File: src/rtl/fifo_with_value_search_edit_remove_macros.svh
// Assertion helpers for the searchable queue.
`ifndef FIFO_WITH_VALUE_SEARCH_EDIT_REMOVE_MACROS_SVH
`define FIFO_WITH_VALUE_SEARCH_EDIT_REMOVE_MACROS_SVH

// Same-cycle implication, disabled while in reset.
`define FWSER_ASSERT_IMP(lbl, clk, rst_n, ante, cons, msg) \
	lbl: assert property (@(posedge clk) disable iff (!(rst_n)) (ante) |-> (cons)) \
		else $error(msg);

// Next-cycle implication, disabled while in reset.
`define FWSER_ASSERT_NXT(lbl, clk, rst_n, ante, cons, msg) \
	lbl: assert property (@(posedge clk) disable iff (!(rst_n)) (ante) |=> (cons)) \
		else $error(msg);

`endif

File: src/rtl/fwser_pkg.sv
`default_nettype none
package fwser_pkg;

	localparam int DEPTH_DEFAULT = 16;
	localparam int DATA_W        = 32;
	localparam int KIND_W        = 3;
	localparam int STATUS_W      = 3;

	typedef enum logic [KIND_W-1:0] {
		KIND_INSERT  = 3'd0,
		KIND_SEARCH  = 3'd1,
		KIND_MODIFY  = 3'd2,
		KIND_REMOVE  = 3'd3,
		KIND_DISPLAY = 3'd4
	} kind_t;

	typedef enum logic [STATUS_W-1:0] {
		ST_DONE      = 3'd0,
		ST_FOUND     = 3'd1,
		ST_NOT_FOUND = 3'd2,
		ST_EMPTY     = 3'd3,
		ST_FULL      = 3'd4,
		ST_LISTED    = 3'd5
	} status_t;

	typedef enum logic [2:0] {
		S_IDLE,
		S_INS,
		S_EMPTY,
		S_WALK,
		S_DONE
	} state_t;

	// per-cell controls: load has priority over taking the neighbor's word
	typedef struct packed {
		logic take_next;
		logic load;
	} cell_ctrl_t;

endpackage
`default_nettype wire

File: src/rtl/fwser_cell.sv
`default_nettype none
module fwser_cell (
	input  wire                                  clk,
	input  wire fwser_pkg::cell_ctrl_t           ctrl,
	input  wire logic signed [fwser_pkg::DATA_W-1:0] next_data,
	input  wire logic signed [fwser_pkg::DATA_W-1:0] load_data,
	output logic signed [fwser_pkg::DATA_W-1:0]      data
);
	import fwser_pkg::*;

	logic signed [DATA_W-1:0] data_q;

	always_ff @(posedge clk) begin
		if (ctrl.load) begin
			data_q <= load_data;
		end else if (ctrl.take_next) begin
			data_q <= next_data;
		end
	end

	assign data = data_q;

endmodule
`default_nettype wire

File: src/rtl/fifo_with_value_search_edit_remove.sv
// Searchable queue of signed 32-bit values, up to DEPTH entries in arrival order.
// Input channel (in_valid/in_ready): kind, value, new_value. Output channel
// (out_valid/out_ready): status, data, last; last marks the final result of an item.
// One item is worked on at a time; in_ready is high only while the block is idle.
// Storage is a ring of cells; searches and listings rotate the whole ring once,
// one step per cycle unless a listing stalls, so the ring is back in place when the walk ends.
// Insert: after the transfer, the result is loaded from S_INS.
// Search, modify, remove: the result is loaded from S_DONE after one full rotation
// in S_WALK plus a closing step, where remove closes the gap as the result is loaded.
// Display: the first listed entry comes from the first walk step, then one per cycle
// while the receiver keeps up. Empty queues answer from S_EMPTY.
// The rotation length (DEPTH steps) sets the rate of every walking operation.
// A stalled receiver holds the output register; a display walk freezes with it,
// other work waits in its final state until the register frees.
// Unused kinds are taken and dropped with no result.
// Reset (arst_n low) empties the queue and drops any pending result; entry
// contents are left as they are and are never read before being written.
`default_nettype none
`include "fifo_with_value_search_edit_remove_macros.svh"
module fifo_with_value_search_edit_remove #(
	parameter int DEPTH = fwser_pkg::DEPTH_DEFAULT
) (
	input  wire                                       clk,
	input  wire                                       arst_n,
	input  wire                                       in_valid,
	output logic                                      in_ready,
	input  wire logic [fwser_pkg::KIND_W-1:0]         kind,
	input  wire logic signed [fwser_pkg::DATA_W-1:0]  value,
	input  wire logic signed [fwser_pkg::DATA_W-1:0]  new_value,
	output logic                                      out_valid,
	input  wire                                       out_ready,
	output logic [fwser_pkg::STATUS_W-1:0]            status,
	output logic signed [fwser_pkg::DATA_W-1:0]       data,
	output logic                                      last
);
	import fwser_pkg::*;

	// counts 0..DEPTH
	localparam int CW = $clog2(DEPTH + 1);

	state_t state_q, state_d;

	logic [CW-1:0]            occ_q;
	logic [CW-1:0]            step_q;
	logic [CW-1:0]            pos_q;
	logic                     found_q;
	logic signed [DATA_W-1:0] old_q;
	logic [KIND_W-1:0]        op_q;
	logic signed [DATA_W-1:0] key_q;
	logic signed [DATA_W-1:0] new_q;

	logic                     out_valid_q;
	status_t                  out_status_q;
	logic signed [DATA_W-1:0] out_data_q;
	logic                     out_last_q;

	// ring of cells: cell 0 is the head while the ring is at rest
	logic signed [DATA_W-1:0] cell_data [DEPTH];
	cell_ctrl_t               cell_ctrl [DEPTH];
	logic signed [DATA_W-1:0] feed;

	logic                     rotate, compact, load_en;
	logic                     emit, emit_last;
	status_t                  emit_status;
	logic signed [DATA_W-1:0] emit_data;
	logic                     out_free;
	logic                     match_now;

	assign out_free = !out_valid_q || out_ready;
	assign in_ready = (state_q == S_IDLE);

	// first match: only live positions, only until the first hit
	assign match_now = (op_q != KIND_DISPLAY) && !found_q && (step_q < occ_q)
		&& (cell_data[0] == key_q);

	for (genvar i = 0; i < DEPTH; i++) begin : g_cell
		logic signed [DATA_W-1:0] nxt;
		if (i == DEPTH - 1) begin : g_tail
			assign nxt = feed;
		end else begin : g_body
			assign nxt = cell_data[i+1];
		end
		// compaction pulls every cell at or past the removed one from its neighbor
		assign cell_ctrl[i].take_next = rotate || (compact && (CW'(i) >= pos_q));
		assign cell_ctrl[i].load      = load_en && (CW'(i) == occ_q);

		fwser_cell u_cell (
			.clk      (clk),
			.ctrl     (cell_ctrl[i]),
			.next_data(nxt),
			.load_data(key_q),
			.data     (cell_data[i])
		);
	end

	always_ff @(posedge clk or negedge arst_n) begin
		if (!arst_n) begin
			state_q <= S_IDLE;
		end else begin
			state_q <= state_d;
		end
	end

	always_comb begin
		state_d     = state_q;
		rotate      = 1'b0;
		compact     = 1'b0;
		load_en     = 1'b0;
		emit        = 1'b0;
		emit_status = ST_DONE;
		emit_data   = '0;
		emit_last   = 1'b1;
		feed        = cell_data[0];
		unique case (state_q)
			S_IDLE: begin
				if (in_valid) begin
					unique case (kind) inside
						KIND_INSERT: state_d = S_INS;
						KIND_SEARCH, KIND_MODIFY, KIND_REMOVE, KIND_DISPLAY: begin
							state_d = (occ_q == '0) ? S_EMPTY : S_WALK;
						end
						default: state_d = S_IDLE;
					endcase
				end
			end
			S_INS: begin
				if (out_free) begin
					emit = 1'b1;
					if (occ_q == CW'(DEPTH)) begin
						emit_status = ST_FULL;
					end else begin
						load_en     = 1'b1;
						emit_status = ST_DONE;
					end
					state_d = S_IDLE;
				end
			end
			S_EMPTY: begin
				if (out_free) begin
					emit        = 1'b1;
					emit_status = ST_EMPTY;
					state_d     = S_IDLE;
				end
			end
			S_WALK: begin
				// a listing walk moves only when its result can be taken
				if (op_q != KIND_DISPLAY || out_free) begin
					rotate = 1'b1;
					if (op_q == KIND_MODIFY && match_now) begin
						feed = new_q;
					end
					if (op_q == KIND_DISPLAY && step_q < occ_q) begin
						emit        = 1'b1;
						emit_status = ST_LISTED;
						emit_data   = cell_data[0];
						emit_last   = ((step_q + CW'(1)) == occ_q);
					end
					if (step_q == CW'(DEPTH - 1)) begin
						state_d = (op_q == KIND_DISPLAY) ? S_IDLE : S_DONE;
					end
				end
			end
			S_DONE: begin
				if (out_free) begin
					emit        = 1'b1;
					emit_status = found_q ? ST_FOUND : ST_NOT_FOUND;
					emit_data   = found_q ? old_q : '0;
					compact     = found_q && (op_q == KIND_REMOVE);
					state_d     = S_IDLE;
				end
			end
			default: state_d = S_IDLE;
		endcase
	end

	// control registers
	always_ff @(posedge clk or negedge arst_n) begin
		if (!arst_n) begin
			occ_q       <= '0;
			step_q      <= '0;
			found_q     <= 1'b0;
			out_valid_q <= 1'b0;
		end else begin
			if (load_en) begin
				occ_q <= occ_q + CW'(1);
			end else if (compact) begin
				occ_q <= occ_q - CW'(1);
			end
			if (in_valid && in_ready) begin
				step_q  <= '0;
				found_q <= 1'b0;
			end else if (rotate) begin
				step_q <= step_q + CW'(1);
				if (match_now) begin
					found_q <= 1'b1;
				end
			end
			if (emit) begin
				out_valid_q <= 1'b1;
			end else if (out_ready) begin
				out_valid_q <= 1'b0;
			end
		end
	end

	// payload registers
	always_ff @(posedge clk) begin
		if (in_valid && in_ready) begin
			op_q  <= kind;
			key_q <= value;
			new_q <= new_value;
		end
		if (rotate && match_now) begin
			pos_q <= step_q;
			old_q <= cell_data[0];
		end
		if (emit) begin
			out_status_q <= emit_status;
			out_data_q   <= emit_data;
			out_last_q   <= emit_last;
		end
	end

	assign out_valid = out_valid_q;
	assign status    = out_status_q;
	assign data      = out_data_q;
	assign last      = out_last_q;

	`FWSER_ASSERT_IMP(a_occ_bound, clk, arst_n, 1'b1, occ_q <= CW'(DEPTH), "occupancy above depth")
	`FWSER_ASSERT_IMP(a_step_bound, clk, arst_n, state_q == S_WALK, step_q < CW'(DEPTH), "walk step out of range")
	`FWSER_ASSERT_IMP(a_occ_delta, clk, arst_n, 1'b1, (occ_q == $past(occ_q)) || (occ_q == $past(occ_q) + CW'(1)) || (occ_q + CW'(1) == $past(occ_q)), "occupancy jumped")
	`FWSER_ASSERT_NXT(a_leave_idle, clk, arst_n, in_valid && in_ready && (kind <= KIND_DISPLAY), state_q != S_IDLE, "valid item did not start")
	`FWSER_ASSERT_IMP(a_emit_free, clk, arst_n, emit, out_free, "result overwrote a pending one")

endmodule
`default_nettype wire
File: config.mk
export PLATFORM = sky130hd
export DESIGN_NAME = fifo_with_value_search_edit_remove
export DESIGN_NICKNAME = d
export VERILOG_FILES = /design/src/rtl/fwser_pkg.sv /design/src/rtl/fwser_cell.sv /design/src/rtl/fifo_with_value_search_edit_remove.sv
export VERILOG_INCLUDE_DIRS = /design/src /design/src/rtl
export SDC_FILE = /design/constraint.sdc
export NUM_CORES = 1
export LEC_CHECK = 0
export BUFFER_PORTS_ARGS = -buffer_cell sky130_fd_sc_hd__buf_2
export CORE_UTILIZATION = 35
export DETAILED_ROUTE_END_ITERATION = 16
export GPL_ROUTABILITY_DRIVEN = 0
export PLACE_DENSITY = 0.57
export SLEW_MARGIN = 20
export SYNTH_ARGS = -nofsm -noshare
export SYNTH_HDL_FRONTEND = slang
export SYNTH_SLANG_ARGS = --single-unit
File: constraint.sdc
create_clock -name clk -period 11.4 [get_ports clk]
set_input_delay 1.14 -clock clk [delete_from_list [all_inputs] [get_ports clk]]
set_output_delay 1.14 -clock clk [all_outputs]
set_load 0.02 [all_outputs]
==> impl_results.md <==
* Ports at 109
* Core area at 80400 µm²
* TNS Setup at 0 ps
* Worst Hold Class: in2async
* Synth warn at 0
* Gr ovfl total at 0
* DR WL met2 at 29000 µm
* Hold Violations, Final at 0
* Setup Skew at 22.6 ps
* FF-to-FF End: g_cell[11].u_cell.data[2]$_DFFE_PP_
* DR WL met3 at 4180 µm
* Number of buffers created by CTS at 72
* Status: finished, final reports clean
* Final ANT Viol Nets at 0
* Drt via density at 5.07
* R2R Path Start: state_q[2]$_DFFE_PN0P_
* Logic pwr share at 14.9%
* Core Rows at 104
* RSZ-0062 raised after global routing: false
* Register share of total power at 51.2%
* Metal-1 WL at 30200 µm
* CP Launch Type: primary input
* Die Ht at 287 µm
* WHS at 436 ps
* Vias at 14400
* Reg2reg setup slack at 7640 ps
* Filler cell count in the final layout at 7233
* Layout cells sized above 1 at 42.3%
* Uppermost layer routed: met4
* Total number of H-tree levels at 3
* Sink Count at 667
* Yosys top cell by area: edfxtp_1
* Tmin final at 3810 ps
* Max-cap violation count at 0
* Area contributors post-synth: edfxtp_1 (69%), mux2_2 (19%), dfrtp_1 (1.3%)
* Ys flop type: edfxtp_1
* DRT iter0 DRCs at 1189
* Initial antenna violation count at 1
* P_int at 4.97 mW
* Crit path from: out_ready
* Die Wd at 287 µm
* Fraction of registers with async set/reset at 2.25%
* Arrival time at the worst endpoint at 4040 ps
* Routed wire per std cell at 22.7 µm
* Antenna cell count at 0
* IO Port Bufs at 108
* Syn avg cell area at 17.0 µm²
* Req. time, crit path at 11630 ps
* Yosys reg bits at 667
* Net Sw Frac at 27.1%
* CP Class: in2reg
* Static leakage at 11.0 nW
* Tightest Pin Transition at 992 ps
* Final Cycle Share at 33.4%
* Clk slew on worst S/H paths at 60 ps
* Wirelength, routed at 64800 µm
* Maximum vdd drop at 0.124 mV
* Max transition margin at 33.9%
* Seq/Total Area, Yosys at 70.1%
* Total Power at 6.82 mW
* Synthesized cell area at 28400 µm²
* Post-CTS Setup Bufs at 0
* Worst Path Max Fanout at 33
* P&R area growth vs syn at 13.6%
* Max Freq at 0.263 GHz
* CTS Hold Buffers Added at 0
* Mapped Cells at 1674
* # DRC at 0
* Synth top area share at 68.8%
* Final setup viols at 0
* Die area at 82400 µm²
* Switching power total at 1.85 mW
* Post-cts resize count at 0
* Global-route wire length before repair at 98000 µm
* Nets at 1827
* Setup crit end kind: flip-flop
* Clk Latency, worst-skew pair at 620 ps
* EDFF count, synth at 652
* Power share of the clock group at 33.9%
* Post-synthesis net count at 1758
* Vias in the first global route at 14900
* Synth cell types at 59
* CTS tree: yes
* Drt first pass iters at 7
* Overall routing resource usage at 15.9%
* Root buffer cell: clkbuf_16
* Initial Util at 35.4%
* Slew Viols, Final at 0
* Largest net degree at the start of global routing at 40
* Pwr dens at 211 nW/µm²
* Final HPWL DP at 41800 µm
* CTS Buffer Depth at 3
* Worst r2r path cells at 5
==> kinds of logic after synthesis <==
logic type	share of synthesized area, %
fa+ha+maj	0.607
flops	70.1
simple gates	3.14
compound gates	3.22
mux	19.0
buf+inv	2.54
xor+xnor	1.35
==> power by group through the flow <==
stage	registers [mW]	logic, mW	clock network, mW
2_1_floorplan	3.44	0.687	0
6_report	3.49	1.02	2.31
3_3_place_gp	3.54	1.01	0
5_1_grt	3.53	1.12	2.44
3_5_place_dp	3.54	1.02	0
4_1_cts	3.50	1.04	2.36
==> final cells by class <==
class / instances / area [µm²] / share of cell area [%]
Clock buffer: 91 / 1960 / 6.06
Clock inverter: 29 / 328 / 1.01
Inverter: 11 / 42.5 / 0.132
Multi-Input combinational cell: 852 / 7900 / 24.5
Sequential cell: 667 / 20000 / 61.8
Tap cell: 1060 / 1330 / 4.11
Timing Repair Buffer: 139 / 793 / 2.46
==> stage by stage <==
step                      instance area (µm²)  utilization (%)  instances  setup WS [ps]
final                                   32300             40.2       2849           7590
after global routing                    32300             40.2       2849           7320
after CTS                               32300             40.1       2848           7520
after detailed placement                30000             37.3       2728           6880
after global placement                  30000             37.3       2728           7010
after floorplan                         28400                -       1674           6420
==> layout by cell type, fill, tap and decap left out, types with 3 or more instances in the layout <==
master	n
o211ai_1	5
clkbuf_16	76
nand4_1	8
nand2_1	56
a21oi_1	33
and3_1	8
a22o_1	33
ha_1	13
nand2_2	7
inv_1	10
clkinv_2	12
dfrtp_1	15
mux2_2	480
xnor2_1	37
nor2b_1	3
nor3_1	6
nor2_1	43
buf_2	108
clkbuf_1	15
bufinv_16	7
xor2_1	7
nand3_2	18
clkinv_1	8
o21ai_0	14
buf_4	30
nand3_1	7
edfxtp_1	652
a31oi_1	34
==> metal layers <==
| metal | GRT usage [%] | vias up |
|---|---|---|
| li1 | - | 6591 |
| met1 | 22.9 | 7329 |
| met2 | 24.0 | 430 |
| met3 | 3.07 | 87 |
| met4 | 5.15 | 0 |
| met5 | 0 | - |
==> worst max-delay path, cell delays in order <==
cell and delay, ps:
buf_2 100, nor2b_1 120, or3_1 380, nor2_1 400
nand3_2 840, nand3_2 1010
==> how the worst max path moves through the flow <==
stage / to / cells past startpoint
finish: g_cell[11].u_cell.data[2]$_DFFE_PP_ / 6
global route: g_cell[13].u_cell.data[6]$_DFFE_PP_ / 6
CTS: g_cell[11].u_cell.data[6]$_DFFE_PP_ / 6
detailed placement: g_cell[11].u_cell.data[6]$_DFFE_PP_ / 6
global placement: g_cell[11].u_cell.data[2]$_DFFE_PP_ / 6
floorplan: g_cell[8].u_cell.data[0]$_DFFE_PP_ / 7
==> flip-flops by register name, summed over array words and instances, names as in the netlist <==
| register | count |
|---|---|
| occ_q | 5 |
| pos_q | 5 |
| key_q | 32 |
| g_cell.u_cell.data | 512 |
| new_q | 32 |
| state_q | 3 |
| last | 1 |
| op_q | 3 |
| step_q | 5 |
| out_valid | 1 |
| old_q | 32 |
| found_q | 1 |
| status | 3 |
| data | 32 |
==> cells in the mapped netlist, types with 15 or more instances <==
library cell,count
clkbuf_1,71
nor2_1,44
a22o_1,33
a31oi_1,34
a21oi_1,33
o21ai_0,16
dfrtp_1,15
buf_2,60
nand3_1,20
nand2_1,63
edfxtp_1,652
xnor2_1,37
mux2_2,480
Note: power is estimated with default switching activity, not from simulation.
